--- src/rtl/mcle_pkg.sv ---
// ----------------------------------------------------------------------------
// mcle_pkg
// Shared types and constants for the modem clock line to epoch block.
// ----------------------------------------------------------------------------
package mcle_pkg;

   typedef enum logic [2:0] {
      ST_IDLE,
      ST_FIN1,
      ST_FIN2,
      ST_FIN3,
      ST_RESP
   } ctrl_state_type;

   typedef struct packed {
      logic scan;
      logic fin1;
      logic fin2;
      logic fin3;
      logic clear;
   } cmd_type;

   // scan phases; field k (0 to 5) occupies 2+4k .. 5+4k, the zone field 27 .. 29
   localparam logic [4:0] PH_SEARCH = 5'd0;
   localparam logic [4:0] PH_BLANKS = 5'd1;
   localparam logic [4:0] PH_FIRST  = 5'd2;
   localparam logic [4:0] PH_SIGN   = 5'd26;
   localparam logic [4:0] PH_ZONE   = 5'd27;
   localparam logic [4:0] PH_ZONE2  = 5'd29;
   localparam logic [4:0] PH_DONE   = 5'd30;
   localparam logic [4:0] PH_STOP   = 5'd31;

   localparam logic [2:0] ST_OK        = 3'd0;
   localparam logic [2:0] ST_NO_MARKER = 3'd1;
   localparam logic [2:0] ST_FORMAT    = 3'd2;
   localparam logic [2:0] ST_BAD_SIGN  = 3'd3;
   localparam logic [2:0] ST_YEAR      = 3'd4;
   localparam logic [2:0] ST_RANGE     = 3'd5;
   localparam logic [2:0] ST_ZONE      = 3'd6;

   localparam logic [1:0] REG_MIN_YEAR = 2'd0;
   localparam logic [1:0] REG_MAX_YEAR = 2'd1;
   localparam logic [1:0] REG_MAX_ZONE = 2'd2;

   localparam logic [7:0] CH_PLUS  = 8'h2B;
   localparam logic [7:0] CH_MINUS = 8'h2D;
   localparam logic [7:0] CH_QUOTE = 8'h22;
   localparam logic [7:0] CH_SPACE = 8'h20;
   localparam logic [7:0] CH_TAB   = 8'h09;
   localparam logic [7:0] CH_ZERO  = 8'h30;
   localparam logic [7:0] CH_NINE  = 8'h39;

   localparam logic signed [8:0] ZONE_HW_LIMIT = 9'sd72;
   localparam logic [15:0] DAYS_1999_MAR1 = 16'd10651;

   function automatic logic [7:0] marker_char(input logic [2:0] idx);
      logic [7:0] ch;
      unique case (idx)
         3'd0:    ch = 8'h2B;
         3'd1:    ch = 8'h43;
         3'd2:    ch = 8'h43;
         3'd3:    ch = 8'h4C;
         3'd4:    ch = 8'h4B;
         default: ch = 8'h3A;
      endcase
      return ch;
   endfunction

   function automatic logic [7:0] sep_char(input logic [2:0] k);
      logic [7:0] ch;
      unique case (k)
         3'd0, 3'd1: ch = 8'h2F;
         3'd2:       ch = 8'h2C;
         default:    ch = 8'h3A;
      endcase
      return ch;
   endfunction

   // days from march 1 to the first of the month
   function automatic logic [8:0] month_offset(input logic [3:0] m);
      logic [8:0] d;
      unique case (m)
         4'd1:    d = 9'd306;
         4'd2:    d = 9'd337;
         4'd3:    d = 9'd0;
         4'd4:    d = 9'd31;
         4'd5:    d = 9'd61;
         4'd6:    d = 9'd92;
         4'd7:    d = 9'd122;
         4'd8:    d = 9'd153;
         4'd9:    d = 9'd184;
         4'd10:   d = 9'd214;
         4'd11:   d = 9'd245;
         default: d = 9'd275;
      endcase
      return d;
   endfunction

endpackage

--- src/rtl/mcle_ctrl.sv ---
// ----------------------------------------------------------------------------
// mcle_ctrl
// Sequencer: byte intake, three conversion steps, result handoff.
// ----------------------------------------------------------------------------
module mcle_ctrl
   import mcle_pkg::*;
(
   input  logic    clock,
   input  logic    reset,
   input  logic    req_valid,
   input  logic    req_end_of_response,
   output logic    req_ready,
   output logic    rsp_valid,
   input  logic    rsp_ready,
   output cmd_type cmd
);

   ctrl_state_type state_ff, state_in;

   always_ff @(posedge clock) begin
      if (reset) begin
         state_ff <= ST_IDLE;
      end else begin
         state_ff <= state_in;
      end
   end

   always_comb begin
      state_in = state_ff;
      unique case (state_ff)
         ST_IDLE: begin
            if (req_valid && req_end_of_response) state_in = ST_FIN1;
         end
         ST_FIN1: state_in = ST_FIN2;
         ST_FIN2: state_in = ST_FIN3;
         ST_FIN3: state_in = ST_RESP;
         ST_RESP: begin
            if (rsp_ready) state_in = ST_IDLE;
         end
         default: state_in = ST_IDLE;
      endcase
   end

   always_comb begin
      req_ready = (state_ff == ST_IDLE);
      rsp_valid = (state_ff == ST_RESP);
      cmd.scan  = req_ready && req_valid;
      cmd.fin1  = (state_ff == ST_FIN1);
      cmd.fin2  = (state_ff == ST_FIN2);
      cmd.fin3  = (state_ff == ST_FIN3);
      cmd.clear = (state_ff == ST_FIN3);
   end

   a_no_overlap: assert property (@(posedge clock) disable iff (reset)
      !(req_ready && rsp_valid))
      else $error("input and result sides active together");

   a_last_starts_fin: assert property (@(posedge clock) disable iff (reset)
      (req_valid && req_ready && req_end_of_response) |=> cmd.fin1)
      else $error("last word did not start conversion");

   a_fin_chain: assert property (@(posedge clock) disable iff (reset)
      cmd.fin1 |=> cmd.fin2 ##1 cmd.fin3 ##1 rsp_valid)
      else $error("conversion steps out of order");

   a_rsp_hold: assert property (@(posedge clock) disable iff (reset)
      (rsp_valid && !rsp_ready) |=> rsp_valid)
      else $error("result dropped before taken");

endmodule

--- src/rtl/mcle_dp.sv ---
// ----------------------------------------------------------------------------
// mcle_dp
// Datapath: character scanner, field store, range checks, epoch arithmetic.
// ----------------------------------------------------------------------------
module mcle_dp
   import mcle_pkg::*;
#(
   parameter int MAX_RESPONSE_BYTES = 96
)
(
   input  logic               clock,
   input  logic               reset,
   input  cmd_type            cmd,
   input  logic [7:0]         rx_byte,
   input  logic               csr_wr_en,
   input  logic [1:0]         csr_index,
   input  logic [6:0]         csr_write_data,
   output logic [2:0]         status,
   output logic [31:0]        epoch_utc,
   output logic signed [16:0] tz_offset_seconds,
   output logic [11:0]        calendar_year,
   output logic [3:0]         month_value,
   output logic [4:0]         day_value,
   output logic [4:0]         hour_value,
   output logic [5:0]         minute_value,
   output logic [5:0]         second_value,
   output logic signed [7:0]  zone_quarters
);

   localparam int CW = $clog2(MAX_RESPONSE_BYTES);
   localparam logic [CW-1:0] LAST_COUNT = CW'(MAX_RESPONSE_BYTES - 1);

   logic [CW-1:0]      count_ff, count_in;
   logic [2:0]         mprog_ff, mprog_in;
   logic [4:0]         phase_ff, phase_in;
   logic [1:0]         chars_ff, chars_in;
   logic               neg_ff, neg_in;
   logic [6:0]         acc_ff, acc_in;
   logic signed [7:0]  store_ff [7];
   logic signed [7:0]  store_in [7];
   logic [7:0]         zsign_ff, zsign_in;
   logic [2:0]         err_ff, err_in;

   logic [6:0] min_year_ff, max_year_ff, max_zone_ff;

   // conversion registers
   logic [2:0]         stat_ff;
   logic signed [7:0]  zz_ff;
   logic [15:0]        days_ff;
   logic [31:0]        prod_ff;
   logic [16:0]        tod_ff;

   always_ff @(posedge clock) begin
      if (reset) begin
         min_year_ff <= 7'd24;
         max_year_ff <= 7'd69;
         max_zone_ff <= 7'd56;
      end else if (csr_wr_en) begin
         unique case (csr_index)
            REG_MIN_YEAR: min_year_ff <= csr_write_data;
            REG_MAX_YEAR: max_year_ff <= csr_write_data;
            REG_MAX_ZONE: max_zone_ff <= csr_write_data;
            default: ;
         endcase
      end
   end

   // ---------------- scanner ----------------
   logic       is_dig, is_ws, run_field;
   logic [3:0] dig;
   logic [4:0] ph, k5;
   logic [2:0] k;
   logic [1:0] sub;
   logic [4:0] base_k, base_next;

   always_comb begin
      count_in = count_ff;
      mprog_in = mprog_ff;
      phase_in = phase_ff;
      chars_in = chars_ff;
      neg_in   = neg_ff;
      acc_in   = acc_ff;
      store_in = store_ff;
      zsign_in = zsign_ff;
      err_in   = err_ff;
      is_dig   = (rx_byte >= CH_ZERO) && (rx_byte <= CH_NINE);
      is_ws    = (rx_byte == CH_SPACE) || ((rx_byte >= 8'd9) && (rx_byte <= 8'd13));
      dig      = 4'(rx_byte - CH_ZERO);
      run_field = 1'b0;
      ph       = phase_ff;
      k        = 3'd0;
      sub      = 2'd0;
      k5       = 5'd0;
      base_k   = PH_FIRST;
      base_next = PH_FIRST;

      if (cmd.clear) begin
         count_in = '0;
         mprog_in = '0;
         phase_in = PH_SEARCH;
         chars_in = '0;
         neg_in   = 1'b0;
         acc_in   = '0;
         for (int i = 0; i < 7; i++) store_in[i] = '0;
         zsign_in = '0;
         err_in   = '0;
      end else if (cmd.scan && (count_ff < LAST_COUNT)) begin
         if (rx_byte == 8'd0) begin
            count_in = LAST_COUNT;
         end else begin
            count_in = count_ff + 1'b1;
            if (phase_ff == PH_SEARCH) begin
               if (rx_byte == marker_char(mprog_ff)) begin
                  mprog_in = mprog_ff + 1'b1;
                  if (mprog_ff == 3'd5) phase_in = PH_BLANKS;
               end else begin
                  mprog_in = (rx_byte == CH_PLUS) ? 3'd1 : 3'd0;
               end
            end else if (phase_ff == PH_BLANKS) begin
               if (rx_byte == CH_SPACE || rx_byte == CH_TAB) begin
                  phase_in = phase_ff;
               end else if (rx_byte == CH_QUOTE) begin
                  phase_in = PH_FIRST;
               end else begin
                  run_field = 1'b1;
                  ph = PH_FIRST;
               end
            end else if (phase_ff < PH_DONE) begin
               run_field = 1'b1;
            end
         end
      end

      if (run_field) begin
         if (ph == PH_SIGN) begin
            zsign_in = rx_byte;
            phase_in = PH_ZONE;
         end else begin
            if (ph >= PH_ZONE) begin
               k   = 3'd6;
               sub = 2'(ph - PH_ZONE);
            end else begin
               k5  = ph - PH_FIRST;
               k   = k5[4:2];
               sub = k5[1:0];
            end
            base_k    = (k == 3'd6) ? PH_ZONE : 5'(5'd2 + {k, 2'b00});
            base_next = 5'(5'd6 + {k, 2'b00});
            unique case (sub)
               2'd3: begin
                  if (k < 3'd5 && rx_byte == sep_char(k)) phase_in = base_next;
                  else begin
                     err_in = ST_FORMAT;
                     phase_in = PH_STOP;
                  end
               end
               2'd0: begin
                  if (is_ws) begin
                     phase_in = ph;
                  end else if (rx_byte == CH_PLUS || rx_byte == CH_MINUS) begin
                     neg_in   = (rx_byte == CH_MINUS);
                     chars_in = 2'd1;
                     phase_in = base_k + 5'd1;
                  end else if (is_dig) begin
                     acc_in   = {3'b000, dig};
                     chars_in = 2'd1;
                     phase_in = base_k + 5'd2;
                  end else begin
                     err_in = ST_FORMAT;
                     phase_in = PH_STOP;
                  end
               end
               default: begin
                  if (sub == 2'd1 && !is_dig) begin
                     err_in = ST_FORMAT;
                     phase_in = PH_STOP;
                  end else begin
                     // field complete
                     if (sub == 2'd1)
                        store_in[k] = neg_ff ? -$signed({4'b0000, dig})
                                             : $signed({4'b0000, dig});
                     else if (is_dig)
                        store_in[k] = $signed({1'b0, 7'(acc_ff * 7'd10 + {3'b000, dig})});
                     else
                        store_in[k] = $signed({1'b0, acc_ff});
                     chars_in = '0;
                     neg_in   = 1'b0;
                     acc_in   = '0;
                     if (k < 3'd5) phase_in = base_k + 5'd3;
                     else if (k == 3'd5) phase_in = PH_SIGN;
                     else phase_in = PH_DONE;
                     // a non-digit ending a one-digit field is the next char
                     if (sub == 2'd2 && !is_dig) begin
                        if (k < 3'd5) begin
                           if (rx_byte == sep_char(k)) phase_in = base_next;
                           else begin
                              err_in = ST_FORMAT;
                              phase_in = PH_STOP;
                           end
                        end else if (k == 3'd5) begin
                           zsign_in = rx_byte;
                           phase_in = PH_ZONE;
                        end
                     end
                  end
               end
            endcase
         end
      end
   end

   always_ff @(posedge clock) begin
      if (reset) begin
         count_ff <= '0;
         mprog_ff <= '0;
         phase_ff <= PH_SEARCH;
         chars_ff <= '0;
         neg_ff   <= 1'b0;
         acc_ff   <= '0;
         for (int i = 0; i < 7; i++) store_ff[i] <= '0;
         zsign_ff <= '0;
         err_ff   <= '0;
      end else begin
         count_ff <= count_in;
         mprog_ff <= mprog_in;
         phase_ff <= phase_in;
         chars_ff <= chars_in;
         neg_ff   <= neg_in;
         acc_ff   <= acc_in;
         store_ff <= store_in;
         zsign_ff <= zsign_in;
         err_ff   <= err_in;
      end
   end

   // ---------------- checks and day count ----------------
   logic signed [7:0] zraw, zz;
   logic signed [8:0] yy9, zz9, mz9;
   logic              done_ok, le2;
   logic [2:0]        stat_in;
   logic [6:0]        t;
   logic [6:0]        f;
   logic [15:0]       days_in;

   always_comb begin
      zraw    = (phase_ff == PH_ZONE2) ? $signed({1'b0, acc_ff}) : store_ff[6];
      done_ok = (phase_ff == PH_DONE) || (phase_ff == PH_ZONE2);
      zz      = (zsign_ff == CH_MINUS) ? -zraw : zraw;
      yy9     = 9'(store_ff[0]);
      zz9     = 9'(zz);
      mz9     = $signed({2'b00, max_zone_ff});
      priority if (phase_ff == PH_SEARCH) stat_in = ST_NO_MARKER;
      else if (err_ff != 3'd0 || !done_ok) stat_in = ST_FORMAT;
      else if (zsign_ff != CH_MINUS && zsign_ff != CH_PLUS) stat_in = ST_BAD_SIGN;
      else if (yy9 < $signed({2'b00, min_year_ff}) || yy9 > $signed({2'b00, max_year_ff}))
         stat_in = ST_YEAR;
      else if (store_ff[1] < 8'sd1 || store_ff[1] > 8'sd12 ||
               store_ff[2] < 8'sd1 || store_ff[2] > 8'sd31 ||
               store_ff[3] < 8'sd0 || store_ff[3] > 8'sd23 ||
               store_ff[4] < 8'sd0 || store_ff[4] > 8'sd59 ||
               store_ff[5] < 8'sd0 || store_ff[5] > 8'sd59)
         stat_in = ST_RANGE;
      else if (zz9 < -mz9 || zz9 > mz9 || zz9 < -ZONE_HW_LIMIT || zz9 > ZONE_HW_LIMIT)
         stat_in = ST_ZONE;
      else stat_in = ST_OK;

      // years counted from march 1999; f counts the leap days passed since then
      le2     = (store_ff[1] <= 8'sd2);
      t       = 7'(store_ff[0][6:0] + 7'd1 - {6'b0, le2});
      f       = 7'((t + 7'd3) >> 2);
      days_in = 16'(DAYS_1999_MAR1 + 16'(16'(t) * 16'd365) + {9'b0, f}
                + {7'b0, month_offset(store_ff[1][3:0])}
                + {11'b0, store_ff[2][4:0]} - 16'd1);
   end

   always_ff @(posedge clock) begin
      if (cmd.fin1) begin
         stat_ff <= stat_in;
         zz_ff   <= zz;
         days_ff <= days_in;
      end
      if (cmd.fin2) begin
         prod_ff <= {16'b0, days_ff} * 32'd86400;
         tod_ff  <= 17'(store_ff[3][4:0]) * 17'd3600 + 17'(store_ff[4][5:0]) * 17'd60
                    + {11'b0, store_ff[5][5:0]};
      end
   end

   logic signed [16:0] tz_s;
   assign tz_s = 17'(zz_ff * 17'sd900);

   always_ff @(posedge clock) begin
      if (cmd.fin3) begin
         status <= stat_ff;
         if (stat_ff == ST_OK) begin
            epoch_utc         <= prod_ff + {15'b0, tod_ff} - {{15{tz_s[16]}}, tz_s};
            tz_offset_seconds <= tz_s;
            calendar_year     <= 12'd2000 + {5'b0, store_ff[0][6:0]};
            month_value       <= store_ff[1][3:0];
            day_value         <= store_ff[2][4:0];
            hour_value        <= store_ff[3][4:0];
            minute_value      <= store_ff[4][5:0];
            second_value      <= store_ff[5][5:0];
            zone_quarters     <= zz_ff;
         end else begin
            epoch_utc         <= '0;
            tz_offset_seconds <= '0;
            calendar_year     <= '0;
            month_value       <= '0;
            day_value         <= '0;
            hour_value        <= '0;
            minute_value      <= '0;
            second_value      <= '0;
            zone_quarters     <= '0;
         end
      end
   end

endmodule

--- src/rtl/modem_clock_line_to_epoch.sv ---
// one word per cycle while scanning: every byte offered while scanning is taken in the cycle it is offered
// the byte marked last starts three conversion steps (checks and day count,
// multiply by 86400, zone correction); the result is registered in ST_FIN3 and shown in ST_RESP
// no new byte is taken until the result word is taken
// synchronous reset clears scan state and loads the register defaults 24, 69, 56
// ----------------------------------------------------------------------------
// modem_clock_line_to_epoch
// Scans a modem clock response and gives its time as seconds since 1970.
// ----------------------------------------------------------------------------
module modem_clock_line_to_epoch
   import mcle_pkg::*;
#(
   parameter int MAX_RESPONSE_BYTES = 96
)
(
   input  logic               clock,
   input  logic               reset,
   input  logic               req_valid,
   output logic               req_ready,
   input  logic [7:0]         req_rx_byte,
   input  logic               req_end_of_response,
   output logic               rsp_valid,
   input  logic               rsp_ready,
   output logic [2:0]         rsp_status,
   output logic [31:0]        rsp_epoch_utc,
   output logic signed [16:0] rsp_tz_offset_seconds,
   output logic [11:0]        rsp_calendar_year,
   output logic [3:0]         rsp_month_value,
   output logic [4:0]         rsp_day_value,
   output logic [4:0]         rsp_hour_value,
   output logic [5:0]         rsp_minute_value,
   output logic [5:0]         rsp_second_value,
   output logic signed [7:0]  rsp_zone_quarters,
   input  logic               csr_wr_en,
   input  logic [1:0]         csr_index,
   input  logic [6:0]         csr_write_data
);

   cmd_type cmd;

   mcle_ctrl u_ctrl (
      .clock               (clock),
      .reset               (reset),
      .req_valid           (req_valid),
      .req_end_of_response (req_end_of_response),
      .req_ready           (req_ready),
      .rsp_valid           (rsp_valid),
      .rsp_ready           (rsp_ready),
      .cmd                 (cmd)
   );

   mcle_dp #(
      .MAX_RESPONSE_BYTES (MAX_RESPONSE_BYTES)
   ) u_dp (
      .clock             (clock),
      .reset             (reset),
      .cmd               (cmd),
      .rx_byte           (req_rx_byte),
      .csr_wr_en         (csr_wr_en),
      .csr_index         (csr_index),
      .csr_write_data    (csr_write_data),
      .status            (rsp_status),
      .epoch_utc         (rsp_epoch_utc),
      .tz_offset_seconds (rsp_tz_offset_seconds),
      .calendar_year     (rsp_calendar_year),
      .month_value       (rsp_month_value),
      .day_value         (rsp_day_value),
      .hour_value        (rsp_hour_value),
      .minute_value      (rsp_minute_value),
      .second_value      (rsp_second_value),
      .zone_quarters     (rsp_zone_quarters)
   );

endmodule
--- config.mk ---
export PLATFORM = sky130hd
export DESIGN_NAME = modem_clock_line_to_epoch
export DESIGN_NICKNAME = d
export VERILOG_FILES = /design/src/rtl/mcle_pkg.sv /design/src/rtl/mcle_ctrl.sv /design/src/rtl/mcle_dp.sv /design/src/rtl/modem_clock_line_to_epoch.sv
export SDC_FILE = /design/constraint.sdc
export NUM_CORES = 1
export LEC_CHECK = 0
export BUFFER_PORTS_ARGS = -buffer_cell sky130_fd_sc_hd__buf_2
export CAP_MARGIN = 15
export CORE_ASPECT_RATIO = 0.7
export CORE_MARGIN = 2
export CORE_UTILIZATION = 25
export DETAILED_ROUTE_END_ITERATION = 12
export GPL_TIMING_DRIVEN = 0
export PLACE_DENSITY_LB_ADDON = 0.05
export SYNTH_ARGS = -nofsm -noshare
export SYNTH_HDL_FRONTEND = slang
export SYNTH_SLANG_ARGS = --single-unit
export TNS_END_PERCENT = 100
--- constraint.sdc ---
create_clock -name clock -period 7.1 [get_ports clock]
set_clock_uncertainty 0.2 [all_clocks]
set_input_delay 0 -clock clock [delete_from_list [all_inputs] [get_ports clock]]
set_output_delay 0 -clock clock [all_outputs]
set_load 0.02 [all_outputs]
==> results of run 1 <==
[flip-flops by register name (all words and copies together) (netlist names), 8 cells and up, named ones only]
register / cells
u_dp.store_ff: 56
u_dp.epoch_utc: 32
u_dp.prod_ff: 25
u_dp.tod_ff: 17
u_dp.days_ff: 16
u_dp.calendar_year: 10
u_dp.tz_offset_seconds: 10
u_dp.zone_quarters: 8
u_dp.zsign_ff: 8
u_dp.zz_ff: 8
[cell usage in the layout, fill, tap and decap left out, types with 20 or more instances in the layout]
cell type      count
a21o_1            41
a21oi_1          127
a31oi_1           53
and2_1            28
buf_2            137
buf_4             29
clkbuf_1          47
clkbuf_16         41
dfxtp_1          119
dlygate4sd3_1     31
edfxtp_1         158
fa_1             102
ha_1             339
inv_1            314
mux2i_1           22
nand2_1          119
nand2b_1          25
nand3_1           43
nor2_1           261
nor3_1            39
o21a_1            22
o21ai_0           58
o21bai_1          20
xnor2_1           77
xor2_1            41
[power groups by stage]
stage / Sequential (mW) / Clock (mW) / Combinational [mW]
3_3_place_gp: 1.97 / 0 / 3.25
2_1_floorplan: 1.95 / 0 / 2.36
6_report: 1.93 / 1.99 / 3.29
4_1_cts: 1.93 / 2.08 / 3.29
3_5_place_dp: 1.96 / 0 / 3.23
5_1_grt: 1.93 / 2.15 / 3.74
[worst paths after layout]
kind                                         from                   to  slack [ns]  cells past startpoint
worst max register to register  u_dp.store_ff[47]     u_dp.days_ff[12]        0.25                     27
worst min register to register  u_dp.store_ff[36]    u_dp.store_ff[36]        0.27                      2
worst max-delay path            u_dp.store_ff[47]     u_dp.days_ff[12]        0.25                     27
worst min-delay path            csr_write_data[3]  u_dp.max_year_ff[3]        0.05                      4
[Yosys cell counts (4+ instances only)]
cell | n | area share (%)
xor2_1 | 44 | 1.7
nand3_1 | 43 | 0.95
nand2b_1 | 25 | 0.69
ha_1 | 348 | 19
or2_2 | 4 | 0.11
a211oi_1 | 12 | 0.40
a311oi_1 | 6 | 0.23
nor2_1 | 262 | 4.3
dfxtp_1 | 123 | 11
o21bai_1 | 20 | 0.66
o31ai_1 | 12 | 0.40
nor3_1 | 39 | 0.86
o221ai_1 | 4 | 0.15
nor4_1 | 16 | 0.44
clkbuf_1 | 43 | 0.71
inv_1 | 321 | 5.3
nand3b_1 | 15 | 0.50
a31o_2 | 4 | 0.15
and3_1 | 14 | 0.39
or3_1 | 6 | 0.17
nor3b_1 | 15 | 0.50
a21oi_1 | 135 | 3.0
a32oi_1 | 8 | 0.31
nand4_1 | 16 | 0.44
o22ai_1 | 5 | 0.14
nand4b_1 | 4 | 0.15
nand2_1 | 119 | 2.0
buf_4 | 12 | 0.40
a211o_1 | 6 | 0.23
and2_1 | 29 | 0.80
o21ai_1 | 6 | 0.13
edfxtp_1 | 158 | 21
o21a_1 | 22 | 0.73
fa_1 | 103 | 9.1
o31a_1 | 6 | 0.23
xnor2_1 | 83 | 3.2
a21o_1 | 41 | 1.4
buf_2 | 21 | 0.46
nor2b_1 | 17 | 0.47
a31oi_1 | 53 | 1.5
o211ai_1 | 4 | 0.13
o21ai_0 | 64 | 1.4
mux2i_1 | 22 | 0.97
[worst max-delay path, delay by kind of cell, from the launching register on]
family                   cells  cell delay [ns]
adder cells (fa/ha/maj)      8             2.91
AO/OA/AOI/OAI                8             1.57
AND/OR/NAND/NOR              3             0.63
XOR/XNOR                     3             0.55
flip-flops                   1             0.36
buffers and inverters        5             0.33
[metal layers]
| metal | share of wire, % | vias to the layer above | wire length (um) | global-route usage, % |
|---|---|---|---|---|
| met5 | 0 | - | 0 | 0 |
| met4 | 1.4 | 0 | 1004 | 2.847 |
| met3 | 3.7 | 64 | 2634 | 2.237 |
| met2 | 42 | 266 | 30360 | 23.32 |
| met1 | 53 | 8258 | 37930 | 23.36 |
| li1 | - | 8668 | - | - |
[kinds of logic (layout without fill, tap and decap cells)]
logic type,after synthesis,after routing
DFF,281,281
buffers and inverters,404,643
other,1,3
adders and majority gates,451,451
xor gates and xnor gates,127,127
AOI/OAI and AO/OA,453,453
muxes,25,25
and+or+nand+nor,645,645
[final cells by class]
cell class | instances | area, sq um
fill | 9573 | 63100
multi-input combinational | 1703 | 14180
sequential | 281 | 7217
tap | 1222 | 1529
inverter | 322 | 1211
clock buffer | 52 | 1121
timing repair buffer | 171 | 1117
buffer | 81 | 392.9
clock inverter | 17 | 141.4
antenna | 1 | 2.502
[what timing repair did]
action,CTS,global route
buffers inserted,4,9
gates resized for setup,26,37
hold buffers,31,0
endpoints found under the hold margin,45,0
cloned,0,0
setup endpoints to repair,13,18
pin swaps,3,16
==> run summary, run 1 <==
Input/output buffers - 116
Post-Place Cells - 3737
Part of the power in the clock network - 27.6%
Global route overflow - 0
CTS buffer count - 38
Comb power frac - 45.7%
Effective utilization at floorplan - 25.23%
Post-Syn Instances - 2387
Area grow syn2layout - 18.47%
Layout Nets - 3072
Worst endpoint data arrival time - 6.97 ns
Placeable Area - 90020 sq um
Synthesized area - 22720 sq um
Routability cong. - 0.8518
Wire per inst - 18.68 um
Initial DRT Pass Iterations - 4
Via Count - 17.26k
Max Fanout on Critical Path - 5
Tmin final - 6.853 ns
Layout cells sized above 1 - 12.33%
Worst Setup Start Kind - flop
Setup ws final - 0.2473 ns
Setup_tns - 0 ns
Largest net degree at the start of global routing - 50
Slowest stage cell, crit path - fa_1
Fin area - 26910 sq um
Async set-or-reset flop fraction in the synthesized netlist - 0%
Slowest cell delay on critical path - 0.54 ns
Iter 0 DRT Violations - 868
Chip Width - 364.3 um
Complex-gate fraction of the synthesized area - 13.23%
Routed WL - 71930 um
Switching Fraction - 40.24%
Worst hold path type - in -> reg
Final hold vios - 0
Htree depth - 2
Syn Area/Cell - 9.516 sq um
Row cnt - 92
Switching pwr - 2.902 mW
VDD IR-drop max - 140.4 uV
Clock Latency Late Sink - 0.59 ns
Yosys warns - 0
Post-Synth Simple-Gate Area - 13.68%
Final Max Slew Viols - 0
Seq/Total Area, Yosys - 31.73%
DP Area - 24980 sq um
Ys flop type - edfxtp_1
Worst Tran Pin Value - 1.064 ns
Sequential power share - 26.7%
CTS tree - built
Pleak - 11.87 nW
Place WS - -1.125 ns
Post-synth EDFFs - 158
Vias in the first global route - 17.49k
Die area - 93330 sq um
Power per cell area - 268.0 nW/um^2
DRC - 0
Worst-path clk slew - 0.06 ns
Fmax - 145.9 MHz
Req. time, crit path - 7.21 ns
Final setup viols - 0
MaxCap Viol Count - 0
Final hold slack - 0.05013 ns
Post-Synth XOR/XNOR Area - 4.897%
Via-to-Cell Ratio - 4.482
Crit Path Class - reg -> reg
Clk sinks - 281
Top Ports - 123
HPWL after DPL - 57920 um
Crit share post-route - 96.52%
Internal power - 4.311 mW
Post-route ant nets - 0
Initial antenna violation count - 6
Status - finished clean
Die Span Y - 256.2 um
Clock Tree Root - clkbuf_16
Post-synth cell types - 92
First-pass GRT wire length - 110000 um
CTS max path bufs - 3
Synth Register Bits - 281
Rel. slew slack - 29.05%
Power Total - 7.213 mW
GRT Resource Usage Total - 15.48%
Final core occ - 29.90%
Combinational family with the most area after synthesis - adder cells
Synth Area in Adders - 28.25%
Final Non-Filler Cells - 3850
Setup crit end kind - flop
Fraction of synthesized area in multiplexers - 1.135%
Power figures use the tool's default switching activity.
==> run 2: changes to the inputs <==
--- a/config.mk
+++ b/config.mk
@@ -12,6 +12,7 @@
 export CORE_UTILIZATION = 25
 export DETAILED_ROUTE_END_ITERATION = 12
 export GPL_TIMING_DRIVEN = 0
+export HOLD_SLACK_MARGIN = 0.06
 export PLACE_DENSITY_LB_ADDON = 0.05
 export SYNTH_ARGS = -nofsm -noshare
 export SYNTH_HDL_FRONTEND = slang
==> run summary, run 2 (synthesis gave the netlist of run 1 again) <==
Status - finished clean
Routability cong. - 0.8518 (unchanged)
Worst Hold Launch - csr_write_data[0]
CTS max path bufs - 3 (unchanged)
Setup crit end kind - flop
Commonest non-fill, non-tap cell in the layout - ha_1
Power per cell area - 267.6 nW/um^2 (-0.14%)
Via Count - 17.29k (+0.22%)
Wire per inst - 18.66 um (-0.11%)
Clock Latency Late Sink - 0.58 ns (about the same)
Internal power - 4.314 mW (about the same)
Crit share post-route - 96.34% (-0.17 points)
Worst-path clk slew - 0.06 ns (about the same)
CP top delay family - adder cells
Placeable Area - 90020 sq um (unchanged)
Area grow syn2layout - 18.83%
Clock Tree Root - clkbuf_16
Worst Tran Pin Value - 1.064 ns (-0.0004351 ns)
Comb power frac - 45.8% (about the same)
Layout cells sized above 1 - 12.30% (-0.037 points)
Vias in the first global route - 17.54k (+0.29%)
WP depth - 27 (unchanged)
Rel. slew slack - 29.07% (about the same)
HPWL after DPL - 57920 um (unchanged)
Fin area - 26990 sq um (+0.30%)
Fmax - 146.2 MHz (+0.18%)
MaxCap Viol Count - 0 (unchanged)
Final setup viols - 0 (unchanged)
Largest registers - u_dp.store_ff x56, u_dp.epoch_utc x32, u_dp.prod_ff x25
Slowest cell delay on critical path - 0.54 ns (about the same)
Largest net degree at the start of global routing - 50 (unchanged)
Layout Nets - 3080 (+0.26%)
First-pass GRT wire length - 110200 um (+0.19%)
Worst hold path type - in -> reg
Worst endpoint data arrival time - 6.95 ns (-0.02 ns)
Worst Setup Start Kind - flop
Min-Delay Path Depth - 5 (+1)
Critical path startpoint - u_dp.store_ff[47]
Sequential power share - 26.7% (about the same)
FF-to-FF path depth - 27 (unchanged)
Slowest stage cell, crit path - fa_1
Post-Place Cells - 3737 (unchanged)
VDD IR-drop max - 139.4 uV (-0.67%)
CP bufs+invs - 5 (unchanged)
CTS buffer count - 38 (unchanged)
Final hold vios - 0 (unchanged)
Max Fanout on Critical Path - 5 (unchanged)
Effective utilization at floorplan - 25.23% (unchanged)
Final core occ - 29.99% (+0.089 points)
Input/output buffers - 116 (unchanged)
Initial DRT Pass Iterations - 7 (+3)
Chip Width - 364.3 um (unchanged)
Iter 0 DRT Violations - 854 (-1.6%)
Clk sinks - 281 (unchanged)
GRT Resource Usage Total - 15.50% (+0.027 points)
Final Non-Filler Cells - 3858 (+0.21%)
Switching pwr - 2.910 mW (+0.27%)
Setup_tns - 0 ns (unchanged)
Req. time, crit path - 7.21 ns (about the same)
Top reg by flops - u_dp.store_ff
CTS tree - built
Final hold slack - 0.1308 ns (+0.08069 ns)
Initial antenna violation count - 6 (unchanged)
Top Ports - 123 (unchanged)
DP Area - 24980 sq um (unchanged)
Routed WL - 72000 um (about the same)
Max reg flops - 56 (unchanged)
Critical R2R Launch - u_dp.store_ff[47]
Most frequent cells in the layout - ha_1 (339), inv_1 (314), nor2_1 (261)
Row cnt - 92 (unchanged)
Die Span Y - 256.2 um (unchanged)
Part of the power in the clock network - 27.6% (about the same)
Post-route ant nets - 0 (unchanged)
Htree depth - 2 (unchanged)
Switching Fraction - 40.28% (+0.045 points)
Tmin final - 6.840 ns (-0.01236 ns)
Global route overflow - 0 (unchanged)
Via-to-Cell Ratio - 4.483 (about the same)
Die area - 93330 sq um (unchanged)
DRC - 0 (unchanged)
Final Max Slew Viols - 0 (unchanged)
Crit Path Class - reg -> reg
Pleak - 11.91 nW (+0.30%)
[run 2: power by group through the flow]
stage	logic (mW)	clock network, mW	registers, mW
2_1_floorplan	2.36	0	1.95
3_3_place_gp	3.25	0	1.97
3_5_place_dp	3.23	0	1.96
4_1_cts	3.30	2.08	1.93
5_1_grt	3.75	2.15	1.93
6_report	3.31	1.99	1.93
[run 2: final cells by class]
class,instances,area [sq um]
timing repair buffer,179,1197
clock buffer,52,1121
sequential,281,7217
antenna,1,2.502
fill,9584,63020
tap,1222,1529
multi-input combinational,1703,14180
inverter,322,1211
clock inverter,17,141.4
buffer,81,392.9
[run 2: timing repair]
item                       CTS  global route
setup buffers                4             9
setup endpoints to repair   13            18
hold endpoints to repair    54             0
gates resized for setup     26            37
pin swaps                    3            16
hold buffers                39             0
[run 2: path summary, 6_finish.rpt]
| kind | endpoint | slack, ns |
|---|---|---|
| setup / recovery | u_dp.days_ff[14] | 0.26 |
| hold / removal | u_dp.max_year_ff[0] | 0.13 |
| setup reg to reg | u_dp.days_ff[14] | 0.26 |
| hold reg to reg | u_dp.store_ff[36] | 0.27 |
[run 2: worst min-delay path, cell delays in order]
cell and delay, ns:
dlygate4sd3_1 0.52, buf_2 0.12, inv_1 0.04, nor2_1 0.10
a211o_1 0.10
[run 2: layer usage]
metal  track usage (%)  part of all wire [%]  up-vias
met1             23.38                    53     8262
met4             2.847                   1.4        0
met5                 0                     0        -
met3             2.237                   3.7       64
met2             23.39                    42      281
li1                  -                     -     8687
[run 2: per-stage QoR]
stage                     setup WS, ns  power (mW)
after floorplan                 0.2084       4.309
after global placement          -1.261       5.216
after detailed placement        -1.125       5.194
after CTS                     0.001636       7.308
after global routing          -0.02442       7.832
final                           0.2597       7.224
==> run 3: changes to the inputs <==
--- a/config.mk
+++ b/config.mk
@@ -5,6 +5,7 @@
 export SDC_FILE = /design/constraint.sdc
 export NUM_CORES = 1
 export LEC_CHECK = 0
+export ABC_AREA = 1
 export BUFFER_PORTS_ARGS = -buffer_cell sky130_fd_sc_hd__buf_2
 export CAP_MARGIN = 15
 export CORE_ASPECT_RATIO = 0.7
==> run summary, run 3 <==
Critical R2R Launch - u_dp.store_ff[44]
Area contributors post-synth - edfxtp_1 (21%), ha_1 (19%), dfxtp_1 (11%), fa_1 (9.0%), inv_1 (7.9%)
Via-to-Cell Ratio - 4.441 (-0.92%)
Slowest cell delay on critical path - 0.54 ns (about the same)
Tmin final - 6.835 ns (-0.005518 ns)
Final Max Slew Viols - 0 (unchanged)
Post-synth EDFFs - 158 (unchanged)
CTS tree - built
Rel. slew slack - 16.61% (-12 points)
Top reg by flops - u_dp.store_ff
Final setup viols - 0 (unchanged)
Worst Hold Launch - req_end_of_response
Initial DRT Pass Iterations - 5 (-2)
Yosys top cell by area - edfxtp_1
CTS buffer count - 37 (-2.6%)
Fin area - 27010 sq um (about the same)
Placeable Area - 90250 sq um (+0.26%)
Vias in the first global route - 17.96k (+2.4%)
CTS max path bufs - 3 (unchanged)
Clock Latency Late Sink - 0.60 ns (+0.02 ns)
Layout cells sized above 1 - 11.06% (-1.2 points)
Worst Tran Pin Value - 1.244 ns (+0.1801 ns)
Wire per inst - 17.73 um (-5.0%)
DP Area - 25060 sq um (+0.31%)
Ys flop type - edfxtp_1
Iter 0 DRT Violations - 1425 (+67%)
Area grow syn2layout - 18.45%
Routed WL - 72500 um (+0.70%)
Worst-path clk slew - 0.06 ns (about the same)
Htree depth - 2 (unchanged)
MaxCap Viol Count - 0 (unchanged)
Post-route ant nets - 0 (unchanged)
Synth top area share - 20.80% (-0.083 points)
Setup crit end kind - flop
Commonest non-fill, non-tap cell in the layout - inv_1
RSZ-0062 raised after global routing - true
Worst Setup Start Kind - flop
Flop2flop setup slack - 0.27 ns (about the same)
Largest net degree at the start of global routing - 62 (+24%)
Met3 WL - 3820 um (+42%)
Crit share post-route - 96.27% (about the same)
Layout Nets - 3313 (+7.6%)
Crit Path Class - reg -> reg
Max reg flops - 56 (unchanged)
Synth cell count leaders - inv_1 (481), nand2_1 (359), ha_1 (348), a21oi_1 (224), nor2_1 (184)
Row cnt - 92 (unchanged)
Synthesized area - 22810 sq um (+0.40%)
Input/output buffers - 119 (+2.6%)
Top Ports - 123 (unchanged)
Seq/Total Area, Yosys - 31.60% (-0.13 points)
Max Fanout on Critical Path - 2 (-3)
Routability cong. - 0.8400 (-1.4%)
HPWL after DPL - 58590 um (+1.2%)
Routed wl met2 - 26340 um (-13%)
Final hold vios - 0 (unchanged)
Syn Area/Cell - 8.724 sq um (-8.3%)
Top Metal Used - met4
Req. time, crit path - 7.21 ns (about the same)
Count leader, synth - inv_1
Clk sinks - 281 (unchanged)
Die Span Y - 256.7 um (+0.20%)
Post-Syn Instances - 2614 (+9.5%)
Wl on met1 - 41150 um (+8.6%)
Worst endpoint data arrival time - 6.95 ns (about the same)
Post-synth cell types - 64 (-30%)
Largest registers - u_dp.store_ff x56, u_dp.epoch_utc x32, u_dp.prod_ff x25
Worst hold path type - in -> reg
Status - finished clean
DRC - 0 (unchanged)
Slowest stage cell, crit path - fa_1
Initial antenna violation count - 5 (-1)
Yosys warns - 0 (unchanged)
Global route overflow - 0 (unchanged)
Critical path startpoint - u_dp.store_ff[44]
Most frequent cells in the layout - inv_1 (476), nand2_1 (354), ha_1 (341)
GRT Resource Usage Total - 15.55% (+0.050 points)
Async set-or-reset flop fraction in the synthesized netlist - 0% (unchanged)
Clock Tree Root - clkbuf_16
First-pass GRT wire length - 110500 um (+0.24%)
Effective utilization at floorplan - 25.27% (+0.035 points)
Synth Register Bits - 281 (unchanged)
Die area - 93690 sq um (+0.39%)
Chip Width - 365.0 um (+0.20%)
Via Count - 18.16k (+5.0%)
Fmax - 146.3 MHz (about the same)
## run 3: critical path: cells and delay by family, from the launching register on
| kind | cells | cell delay, ns |
|---|---|---|
| AND/OR/NAND/NOR | 6 | 0.78 |
| XOR/XNOR | 3 | 0.53 |
| flip-flops | 1 | 0.33 |
| adder cells (fa/ha/maj) | 11 | 3.39 |
| AO/OA/AOI/OAI | 7 | 1.00 |
| buffers and inverters | 6 | 0.31 |
## run 3: final cells by class
cell class / count / area, sq um
Fill cell: 9598 / 63230
Multi-Input combinational cell: 1787 / 13740
Sequential cell: 281 / 7208
Inverter: 499 / 1891
Tap cell: 1222 / 1529
Timing Repair Buffer: 185 / 1244
Clock buffer: 49 / 1023
Buffer: 48 / 236.5
Clock inverter: 17 / 141.4
Antenna cell: 1 / 2.502
## run 3: cell families (layout without fill, tap and decap cells)
family / after synthesis / count (layout) / share of synthesized area, %
flops: 281 / 281 / 31.60
other cells: 1 / 3 / 0.01644
xor+xnor: 110 / 110 / 4.224
compound gates: 493 / 493 / 12.53
simple gates: 731 / 731 / 14.19
fa+ha+maj: 451 / 451 / 28.13
buf+inv: 547 / 798 / 9.299
## run 3: what timing repair did
action,4_1_cts,5_1_grt
hold buffers,43,0
gates resized for setup,21,34
pin swaps,5,24
hold endpoints to repair,67,0
setup endpoints to repair,13,11
setup buffers,3,13
## run 3: path summary, 6_finish.rpt
check                       end  depth (start not counted)
max            u_dp.days_ff[14]                         33
min          u_ctrl.state_ff[0]                          6
max reg2reg    u_dp.days_ff[14]                         33
min reg2reg      u_dp.status[0]                          0
## run 3: routing by layer
| layer | up-vias | track usage (%) |
|---|---|---|
| met5 | - | 0 |
| met4 | 0 | 3.212 |
| met3 | 67 | 2.335 |
| met2 | 427 | 20.40 |
| met1 | 8559 | 25.76 |
| li1 | 9108 | - |
## run 3: through the flow
stage / utilization [%] / setup TNS, ns / hold WS, ns / instances / setup WS, ns
6_report: 29.93 / 0 / 0.1309 / 4089 / 0.2652
5_1_grt: 29.93 / -0.1183 / 0.1268 / 4088 / -0.04477
4_1_cts: 29.67 / 0 / 0.07667 / 4075 / 0.005820
3_5_place_dp: 27.76 / -11.59 / 0.1160 / 3963 / -1.642
3_3_place_gp: 27.63 / -24.98 / 0.1026 / 3956 / -1.668
2_1_floorplan: - / 0 / -0.07369 / 2615 / 0.2977
Power of run 3 is not shown: default switching activity piles up to over one toggle a cycle in this logic, so the estimate is an artifact.
